==> src/rtl/rte_pkg.sv <==
package rte_pkg;

  localparam int TABLE_DEPTH = 16;
  localparam int IDX_W       = $clog2(TABLE_DEPTH);

  typedef enum logic [1:0] {
    REQ_LOOKUP = 2'd0,
    REQ_ADD    = 2'd1,
    REQ_DEL    = 2'd2
  } req_e_t;

  typedef enum logic [2:0] {
    ST_OK       = 3'd0,
    ST_MISS     = 3'd1,
    ST_DUP      = 3'd2,
    ST_FULL     = 3'd3,
    ST_NOTFOUND = 3'd4
  } status_t;

  typedef enum logic [1:0] {
    S_IDLE,
    S_SCAN,
    S_RESOLVE
  } state_t;

  typedef struct packed {
    logic [31:0] prefix;
    logic [5:0]  len;
    logic        direct;
    logic [31:0] gateway;
    logic [3:0]  out_if;
  } entry_t;

  localparam int ENTRY_W = $bits(entry_t);

  // Clamp a prefix length to 32
  function automatic logic [5:0] len_sat(input logic [5:0] len);
    len_sat = (len > 6'd32) ? 6'd32 : len;
  endfunction

  // Network mask for a length of 0..32
  function automatic logic [31:0] len_mask(input logic [5:0] len);
    len_mask = ~(32'hFFFF_FFFF >> len);
  endfunction

endpackage

==> src/rtl/ipv4_route_table_lpm_unit.sv <==
// IPv4 longest-prefix-match route table with TABLE_DEPTH slots. Each request
// (lookup, add, delete) produces exactly one result. The route entries live
// in a single-port-read RAM; every request walks all slots one per cycle: the
// request is accepted, each slot is compared as its registered RAM read
// returns, and a resolve step writes back and loads the output register,
// waiting while an earlier result is still untaken on the output. A new
// request is taken only while the unit is idle; a finished result may still
// be waiting on the output while the next request is being scanned. Valid
// bits sit in flip-flops and clear at reset, so no clearing pass is needed.
module ipv4_route_table_lpm_unit (
  input  logic        clk,
  input  logic        rst,
  input  logic        in_valid,
  output logic        in_ready,
  input  logic [1:0]  req_type,
  input  logic [31:0] ip_addr,
  input  logic [5:0]  prefix_len,
  input  logic        has_next_hop,
  input  logic [31:0] gateway_ip,
  input  logic [3:0]  out_if_index,
  output logic        out_valid,
  input  logic        out_ready,
  output logic [2:0]  status,
  output logic        route_is_direct,
  output logic [31:0] route_gateway,
  output logic [3:0]  route_out_if,
  output logic [5:0]  matched_len
);

  import rte_pkg::*;

  state_t state, state_next;

  // Request registers
  logic [1:0]  req;
  logic [31:0] addr;
  logic [31:0] prefix;
  logic [5:0]  len;
  logic        direct;
  logic [31:0] gw;
  logic [3:0]  oif;

  // Scan control
  logic [IDX_W-1:0] scan_idx;
  logic             issue_done;
  logic             chk_vld;
  logic [IDX_W-1:0] chk_idx;

  // Scan results
  logic             best_hit;
  logic [5:0]       best_len;
  entry_t           best_ent;
  logic             dflt_hit;
  entry_t           dflt_ent;
  logic             exact_hit;
  logic             exact_same;
  logic [IDX_W-1:0] exact_idx;
  logic             free_hit;
  logic [IDX_W-1:0] free_idx;

  logic [TABLE_DEPTH-1:0] entry_valid;

  logic               accept;
  logic               resolve_go;
  logic [ENTRY_W-1:0] rd_data;
  entry_t             rd_ent;
  entry_t             wr_ent;
  logic               ram_we;
  logic [IDX_W-1:0]   ram_waddr;
  logic               set_valid;
  logic               clr_valid;
  status_t            res_status;
  entry_t             res_ent;
  logic               chk_live;
  logic [5:0]         sat_len;

  assign rd_ent   = rd_data;
  assign chk_live = chk_vld && entry_valid[chk_idx];
  assign sat_len  = len_sat(prefix_len);
  assign wr_ent   = '{prefix: prefix, len: len, direct: direct, gateway: gw, out_if: oif};

  rte_ram #(
    .WIDTH (ENTRY_W),
    .DEPTH (TABLE_DEPTH)
  ) u_ram (
    .clk   (clk),
    .we    (ram_we),
    .waddr (ram_waddr),
    .wdata (wr_ent),
    .raddr (scan_idx),
    .rdata (rd_data)
  );

  // State register
  always_ff @(posedge clk) begin
    if (rst) begin
      state <= S_IDLE;
    end else begin
      state <= state_next;
    end
  end

  // Next state and handshake control
  always_comb begin
    state_next = state;
    in_ready   = 1'b0;
    resolve_go = 1'b0;
    case (state)
      S_IDLE: begin
        in_ready = 1'b1;
        if (in_valid) begin
          state_next = S_SCAN;
        end
      end
      S_SCAN: begin
        if (chk_vld && chk_idx == IDX_W'(TABLE_DEPTH - 1)) begin
          state_next = S_RESOLVE;
        end
      end
      S_RESOLVE: begin
        if (!out_valid || out_ready) begin
          resolve_go = 1'b1;
          state_next = S_IDLE;
        end
      end
      default: state_next = S_IDLE;
    endcase
  end

  assign accept = in_valid && in_ready;

  // Latch the request, masking and saturating on the way in
  always_ff @(posedge clk) begin
    if (accept) begin
      req    <= req_type;
      addr   <= ip_addr;
      len    <= sat_len;
      prefix <= ip_addr & len_mask(sat_len);
      direct <= !has_next_hop;
      gw     <= has_next_hop ? gateway_ip : 32'd0;
      oif    <= has_next_hop ? out_if_index : 4'd0;
    end
  end

  // Issue one RAM read per cycle; track the slot whose data returns next
  always_ff @(posedge clk) begin
    if (rst) begin
      scan_idx   <= '0;
      issue_done <= 1'b0;
      chk_vld    <= 1'b0;
      chk_idx    <= '0;
    end else if (accept) begin
      scan_idx   <= IDX_W'(1);
      issue_done <= (TABLE_DEPTH == 1);
      chk_vld    <= 1'b1;
      chk_idx    <= '0;
    end else if (state == S_SCAN && !issue_done) begin
      scan_idx   <= scan_idx + IDX_W'(1);
      issue_done <= (scan_idx == IDX_W'(TABLE_DEPTH - 1));
      chk_vld    <= 1'b1;
      chk_idx    <= scan_idx;
    end else begin
      scan_idx   <= '0;
      chk_vld    <= 1'b0;
    end
  end

  // Compare each returned slot against the request
  always_ff @(posedge clk) begin
    if (rst) begin
      best_hit  <= 1'b0;
      dflt_hit  <= 1'b0;
      exact_hit <= 1'b0;
      free_hit  <= 1'b0;
      best_len  <= '0;
    end else if (accept) begin
      best_hit  <= 1'b0;
      dflt_hit  <= 1'b0;
      exact_hit <= 1'b0;
      free_hit  <= 1'b0;
      best_len  <= '0;
    end else if (chk_vld) begin
      if (!entry_valid[chk_idx] && !free_hit) begin
        free_hit <= 1'b1;
        free_idx <= chk_idx;
      end
      if (chk_live) begin
        // longest match and default route for lookup
        if (rd_ent.len == 6'd0) begin
          dflt_hit <= 1'b1;
          dflt_ent <= rd_ent;
        end else if ((addr & len_mask(rd_ent.len)) == rd_ent.prefix &&
                     rd_ent.len > best_len) begin
          best_hit <= 1'b1;
          best_len <= rd_ent.len;
          best_ent <= rd_ent;
        end
        // exact prefix and length for add and delete
        if (!exact_hit && rd_ent.prefix == prefix && rd_ent.len == len) begin
          exact_hit  <= 1'b1;
          exact_idx  <= chk_idx;
          exact_same <= (rd_ent.direct == direct) && (rd_ent.gateway == gw) &&
                        (rd_ent.out_if == oif);
        end
      end
    end
  end

  // Resolve the outcome and the write-back
  always_comb begin
    res_status = ST_MISS;
    res_ent    = '0;
    ram_we     = 1'b0;
    ram_waddr  = exact_idx;
    set_valid  = 1'b0;
    clr_valid  = 1'b0;
    case (req)
      REQ_LOOKUP: begin
        if (best_hit) begin
          res_status = ST_OK;
          res_ent    = best_ent;
        end else if (dflt_hit) begin
          res_status = ST_OK;
          res_ent    = dflt_ent;
        end
      end
      REQ_ADD: begin
        if (exact_hit && exact_same) begin
          res_status = ST_DUP;
        end else if (exact_hit) begin
          res_status = ST_OK;
          ram_we     = resolve_go;
          set_valid  = 1'b1;
        end else if (free_hit) begin
          res_status = ST_OK;
          ram_we     = resolve_go;
          ram_waddr  = free_idx;
          set_valid  = 1'b1;
        end else begin
          res_status = ST_FULL;
        end
      end
      REQ_DEL: begin
        if (exact_hit) begin
          res_status = ST_OK;
          clr_valid  = 1'b1;
        end else begin
          res_status = ST_NOTFOUND;
        end
      end
      default: res_status = ST_MISS;
    endcase
  end

  // Slot valid bits
  always_ff @(posedge clk) begin
    if (rst) begin
      entry_valid <= '0;
    end else if (resolve_go) begin
      if (set_valid) begin
        entry_valid[ram_waddr] <= 1'b1;
      end
      if (clr_valid) begin
        entry_valid[exact_idx] <= 1'b0;
      end
    end
  end

  // Output register: load on resolve, drop on transfer
  always_ff @(posedge clk) begin
    if (rst) begin
      out_valid <= 1'b0;
    end else if (resolve_go) begin
      out_valid <= 1'b1;
    end else if (out_ready) begin
      out_valid <= 1'b0;
    end
  end

  always_ff @(posedge clk) begin
    if (resolve_go) begin
      status          <= res_status;
      route_is_direct <= res_ent.direct;
      route_gateway   <= res_ent.gateway;
      route_out_if    <= res_ent.out_if;
      matched_len     <= res_ent.len;
    end
  end

  // A result appears only out of the resolve step
  assert property (@(posedge clk) disable iff (rst)
    $rose(out_valid) |-> $past(state == S_RESOLVE))
    else $error("result loaded outside resolve");

  // The table is written only when a request resolves
  assert property (@(posedge clk) disable iff (rst)
    ram_we |-> (state == S_RESOLVE) && resolve_go)
    else $error("table write outside resolve");

  // No compare is pending while idle
  assert property (@(posedge clk) disable iff (rst)
    (state == S_IDLE) |-> !chk_vld)
    else $error("compare pending while idle");

  // An accepted request, taken only from idle, starts the scan with slot 0 pending
  assert property (@(posedge clk) disable iff (rst)
    accept |=> (state == S_SCAN) && chk_vld && (chk_idx == '0))
    else $error("scan did not start after transfer");

endmodule

==> src/rtl/rte_ram.sv <==
module rte_ram #(
  parameter int WIDTH = 8,
  parameter int DEPTH = 16
) (
  input  logic                     clk,
  input  logic                     we,
  input  logic [$clog2(DEPTH)-1:0] waddr,
  input  logic [WIDTH-1:0]         wdata,
  input  logic [$clog2(DEPTH)-1:0] raddr,
  output logic [WIDTH-1:0]         rdata
);

  logic [WIDTH-1:0] mem [DEPTH];

  // Write port and registered read port
  always_ff @(posedge clk) begin
    if (we) begin
      mem[waddr] <= wdata;
    end
    rdata <= mem[raddr];
  end

endmodule
==> config.mk <==
export PLATFORM = sky130hd
export DESIGN_NAME = ipv4_route_table_lpm_unit
export DESIGN_NICKNAME = d
export VERILOG_FILES = /design/src/rtl/rte_pkg.sv /design/src/rtl/ipv4_route_table_lpm_unit.sv /design/src/rtl/rte_ram.sv
export SDC_FILE = /design/constraint.sdc
export NUM_CORES = 2
export LEC_CHECK = 0
export ABC_AREA = 1
export ABC_CLOCK_PERIOD_IN_PS = 22400
export BUFFER_PORTS_ARGS = -buffer_cell sky130_fd_sc_hd__buf_2
export CAP_MARGIN = 20
export CORE_UTILIZATION = 60
export CTS_CLUSTER_DIAMETER = 30
export DETAILED_ROUTE_END_ITERATION = 12
export GPL_TIMING_DRIVEN = 1
export HOLD_SLACK_MARGIN = 0.05
export PLACE_DENSITY = 0.84
export RECOVER_POWER = 100
export REMOVE_ABC_BUFFERS = 1
export SLEW_MARGIN = 20
export SYNTH_ARGS = -nofsm -noshare
export SYNTH_HDL_FRONTEND = slang
export SYNTH_SLANG_ARGS = --single-unit
export TNS_END_PERCENT = 5
==> constraint.sdc <==
create_clock -name clk -period 22.4 [get_ports clk]
set_input_delay 3.36 -clock clk [delete_from_list [all_inputs] [get_ports clk]]
set_output_delay 3.36 -clock clk [all_outputs]
set_load 0.01 [all_outputs]
* Word-level counts from Yosys, hierarchy flattened
Memories as Yosys holds them, arrays and structs flattened. A register that Yosys moved wholly into a read port is not among the register bits. Index checks and enable logic that the tools add are counted.
Cells by class: shift-type cells 2, add/sub/neg operators 1, muxes and demuxes 49, div/mod/pow operators 0, magnitude comparators 7, equality and inequality tests 15, bitwise logic cells 11, multiply operators 0, reduce and logical (&&, ||, !) cells 35
Operators with widths (count):
- equality test 32 bit | 3
- 2-to-1 mux 43 bit | 2
- AND 32 bit | 2
- 2-to-1 mux 16 bit | 4
- NOT 32 bit | 2
- right shift 32 x 6 -> 32 bit (first input constant) | 2
- 2-to-1 mux 1 bit | 26
- AND 16 bit | 1
- 2-to-1 mux 4 bit | 4
- NOT 16 bit | 1
- bitwise OR 16 bit | 1
- < comparator 4 x 5 -> 1 bit (second input constant) | 3
- logical AND 1 bit | 13
- 2-to-1 mux 2 bit | 6
- AND reduction 5 bit | 2
- one-hot mux 3 bit (3 select lines) | 1
- AND reduction 3 bit | 3
- demux 1 bit (select 4 bit) | 2
- equality test 4 bit (second input constant) | 2
- >= comparator 4 x 1 -> 1 bit (second input constant) | 2
- AND reduction 4 bit | 2
- equality test 6 bit | 1
- > comparator 6 bit | 1
- > comparator 6 bit (second input constant) | 1
- 20 further kinds | 33
Word-level totals: memory bits (writable) 1200, register bits 289, logic and storage cells 157, output and inout port bits 48, bits in read-only memories 0, bits of input ports 81, latch bits 0, memories 1
Memory list:
- u_ram.mem | depth 16, bits a word 75, rd ports 1, clocked after memory_dff 1, write ports 1, line rte_ram.sv:13 | logic [WIDTH-1:0] mem [DEPTH];

* Longest topological paths before layout
word-level depth 14, gate-level depth with buffers 18, gate-level depth less buffers 17

* Hierarchy
Synthesis repeated with hierarchy kept, for this count alone.
Unflattened totals: cells, all modules 6252, area, all modules 66266.1 sq um
By module, submodules not included:
- rte_ram | area an instance 53113.4 sq um, cells an instance 4929, seq. area each 37536.0 sq um, instances 1
- ipv4_route_table_lpm_unit | area an instance 13152.6 sq um, cells an instance 1323, seq. area each 8287.9 sq um, instances 1

* Worst setup path after synthesis
No wires, ideal clock.
kind input-to-reg, start input port out_ready, end register entry_valid[0], library setup time 0.074 ns, setup slack 12.504 ns, buffers on the path 0, arrival time 9.822 ns, stages 7, required time 22.326 ns, cell sequence nor2_1 -> nor3_2 -> nand3_1 -> nor2_1 -> nand2_1 -> nor2_1 -> o221a_2
On the way: word-level cells in the longest chain between the ends 3
Ends and longest elaborated chain:
- start, declared | line ipv4_route_table_lpm_unit.sv:22 | input logic out_ready,
- logical OR 1 bit | line ipv4_route_table_lpm_unit.sv:121 | if (!out_valid || out_ready) begin
- 2-to-1 mux 1 bit | line ipv4_route_table_lpm_unit.sv:121
- 2-to-1 mux 1 bit | line ipv4_route_table_lpm_unit.sv:108 | case (state)
- net resolve_go | line ipv4_route_table_lpm_unit.sv:64 | logic resolve_go;
- end signal, assigned | line ipv4_route_table_lpm_unit.sv:258 | entry_valid <= '0;
- end signal, assigned by index | line ipv4_route_table_lpm_unit.sv:261 | entry_valid[ram_waddr] <= 1'b1;
- end signal, assigned by index | line ipv4_route_table_lpm_unit.sv:264 | entry_valid[exact_idx] <= 1'b0;
- end, declared | line ipv4_route_table_lpm_unit.sv:61 | logic [TABLE_DEPTH-1:0] entry_valid;
The timed path passes the listed nets, and every way through them passes these cells. A chain may end at the register's enable or synchronous reset.

* Final worst setup path
start input port out_ready, end memory u_ram.mem[2][70] in the netlist's numbering, enable pin
On the way: word-level cells in the longest chain between the ends 9
Ends and longest elaborated chain:
- logical OR 1 bit * | line ipv4_route_table_lpm_unit.sv:121
- 2-to-1 mux 1 bit * | line ipv4_route_table_lpm_unit.sv:121
- 2-to-1 mux 1 bit * | line ipv4_route_table_lpm_unit.sv:108
- net resolve_go | line ipv4_route_table_lpm_unit.sv:64
- 2-to-1 mux 1 bit | line ipv4_route_table_lpm_unit.sv:234 | end else if (free_hit) begin
- 2-to-1 mux 1 bit * | line ipv4_route_table_lpm_unit.sv:230 | end else if (exact_hit) begin
- 2-to-1 mux 1 bit * | line ipv4_route_table_lpm_unit.sv:228 | if (exact_hit && exact_same) begin
- 2-to-1 mux 1 bit * | line ipv4_route_table_lpm_unit.sv:217 | case (req)
- 2-to-1 mux 1 bit * | line rte_ram.sv:17 | if (we) begin
- 2-to-1 mux 1 bit (not written as such) * | line rte_ram.sv:18 | mem[waddr] <= wdata;
- end, declared | line rte_ram.sv:13
Mark *: on every way through the listed nets, which the timed path passes. The rest lies on a longest branch.

==> results.md <==
- Run status: finished, violations left
- Failing checks: capacitance limit, slew limit
- Place WS: 15060 ps
- Hold Startpoint: entry_valid[6]
- Top post-synthesis cells by area: edfxtp_1 (72%), nor2_1 (3.8%), dfxtp_1 (3.8%)
- Final min period: 12420 ps
- Ys Warns: 0
- Final-stage net count: 4617
- Post-DP HPWL: 82100 um
- Post-synth cell types: 47
- Syn avg cell area: 14.1 um2
- Slew HR: -266%
- CTS tree: yes
- CTS Buf Count: 281
- Vias in the first global route: about 40000
- Final Power: just under 8 mW
- Core Rows: between 100 and 150
- Final WS setup: 9980 ps
- Die H: 320 um
- Slew Viols, Final: 1935
- Final Setup Violations: 0
- Initial Util: 60.6%
- Gr usage total: 32.4%
- Routed wire length: around 170000 um
- H-Tree Depth: 5
- Top FF cell, synth: edfxtp_1
- Core region area: 100000 um2
- Clock buffer depth: 4
- Hold WC Path Type: reg -> reg
- Period utilization: 55.4%
- Post-route setup TNS: 0 ps
- Post-CTS sizing: 0
- Clk_lat worst skew: approximately 900 ps
- R2r startpoint: scan_idx[0]
- Die X: 320 um
- First-pass GRT wire length: about 250000 um
- Top cell type's share of synthesized area: 71.7%
- Worst Hold Path EP: entry_valid[6]
- Area grow syn2layout: 17.6%
- Max VDD drop: 0.0000932 V
- PwrDens: 108 nW/um2
- Worst hold stages: 2
- Wirelength per Cell: 27.7 um
- Netlist Area Pre-Place: around 61000 um2
- RePlAce Congestion: 0.923
- Final Hold Fails: 0
- Startpoint Class: input port
- DRT iter0 DRCs: 6037
- Clk sinks: 1564
- Worst Path Arrival: 12770 ps
- Io pins: 129
- CTS root buffer: clkbuf_16
- RSZ-0062 raised after global routing: false
- Post-synth EDFFs: 1450
- Asr flop ratio synth: 0%
- Area after DPL: 62500 um2
- Drt drc: 0
- Required time of the critical path: 22750 ps
- Max_cap viols: 44
- Pre-antenna DRT Iters: 8
- Die area: 102000 um2
- Post-synthesis instance total: 4317
- Share of cells above drive strength 1: 11.8%
- Worst setup EP type: flip-flop
- GRT Residual Overflow: 0
- Reg-to-reg slack, setup: 11150 ps
- R2R Path End: u_ram.rdata[54]
- Worst Reg-to-Reg Cells: 6
- Clock skew: 77.9 ps
- Hold buffers post-CTS: 0
- Leakage power: 24.0 nW
- Design area: 71400 um2
- Routed vias: 40400
- Number of synthesized register bits: roughly 1600
- Post-CTS setup buffer count: 0
- Post-route ant nets: 0
- Antenna diode count: 0
- Worst-Margin Slew: roughly 5500 ps
- Clock-pin slew of the registers on the worst-case setup and hold paths: roughly 50 ps
- Cell taking the most area after synthesis: edfxtp_1
- Fmax: 80.5 MHz
- Largest net degree at the start of global routing: 207
- Buffers on Ports: 128
- Routed vias/inst: 6.70
- Register area share after synthesis: around three quarters
- WS Path Type: in -> reg
- Crit Path Max Fanout: 51
- Antenna violations before repair: 3
## metrics by stage
step                hold WS [ps]  utilization [%]  cells
detailed placement           463             62.5   5542
global placement             450             62.4   5541
floorplan                    440                -   4060
global route                 485             71.3   6034
finish                       476             71.3   6034
CTS                          473             71.7   6032
## power by group
group / total (mW) / switching [mW] / internal (mW)
combinational: 0.251 / 0.168 / 0.0838
sequential: 3.31 / 0.0798 / 3.23
clock: 4.17 / 1.46 / 2.72
total: 7.74 / 1.71 / 6.03
## cells in the final DEF, fill, tap and decap left out, types with 29 or more instances in the layout
| master | count |
|---|---|
| clkbuf_1 | 136 |
| buf_2 | 48 |
| inv_1 | 161 |
| o211ai_1 | 80 |
| nand2_1 | 420 |
| o221ai_1 | 207 |
| clkbuf_16 | 285 |
| o21ai_0 | 339 |
| bufinv_16 | 30 |
| mux2i_1 | 207 |
| o32ai_1 | 78 |
| inv_6 | 29 |
| a21oi_1 | 61 |
| nand3_1 | 110 |
| edfxtp_1 | 1450 |
| clkinv_2 | 42 |
| clkinvlp_4 | 31 |
| nor2_1 | 610 |
| dfxtp_1 | 110 |
## Yosys cell counts, types with 61 or more instances
cell type	count
nand3_1	110
edfxtp_1	1450
dfxtp_1	114
a21oi_1	61
o21ai_0	338
inv_1	164
o211ai_1	80
o221ai_1	207
mux2i_1	207
nand2_1	420
clkbuf_1	184
nor2_1	614
o32ai_1	78
## area by class of cell
type	count	area [um2]
sequential	1564	45800
fill	5693	28700
multi-input combinational	2326	13200
clock buffer	314	7350
clock inverter	176	1910
tap	1298	1620
timing repair buffer	186	846
inverter	170	644
## worst max-delay path by stage
| stage | startpoint | endpoint | cells after the start |
|---|---|---|---|
| 4_1_cts | out_ready | u_ram.mem[7][57] | 9 |
| 3_3_place_gp | out_ready | u_ram.mem[0][45] | 9 |
| 5_1_grt | out_ready | u_ram.mem[2][70] | 9 |
| 2_1_floorplan | scan_idx[0] | u_ram.rdata[10] | 5 |
| 6_report | out_ready | u_ram.mem[2][70] | 9 |
| 3_5_place_dp | out_ready | u_ram.mem[7][67] | 9 |
## worst max-delay path: stages
cell and delay (ps):
buf_2 80, nor2_1 70, nor3_4 110, clkbuf_1 2540
nand3_1 520, nor3_1 370, inv_1 130, nor2_1 2240
clkbuf_1 3220
## cells by family after synthesis
family / count (synthesis) / synth area share (%)
and+or+nand+nor: 1232 / 8.25
xor gates and xnor gates: 41 / 0.591
buffers and inverters: 427 / 2.83
adders and majority gates: 7 / 0.144
DFF: 1564 / 75.5
muxes: 207 / 3.41
AOI/OAI and AO/OA: 839 / 9.31
## layer usage
| layer | global-route usage (%) | share of wire, % | vias up | routed length, um |
|---|---|---|---|---|
| li1 | - | - | 16700 | - |
| met1 | 41.1 | 35 | 19700 | 58000 |
| met2 | 51.6 | 48 | 3452 | 79800 |
| met3 | 7.43 | 12 | 622 | 20400 |
| met4 | 18.6 | 5.4 | 4 | 9050 |
| met5 | 0 | 0.013 | - | 21 |
## state kept, by name (all words and copies together) (netlist names), 2 cells and up
name	flops
oif	4
req	2
route_out_if	4
status	3
dflt_ent	43
len	6
state	2
u_ram.mem	1200
best_len	6
addr	32
u_ram.rdata	75
best_ent	43
entry_valid	16
prefix	32
free_idx	4
chk_idx	4
gw	32
matched_len	6
scan_idx	4
exact_idx	4
route_gateway	32
Note: power is estimated with default switching activity, not from simulation.
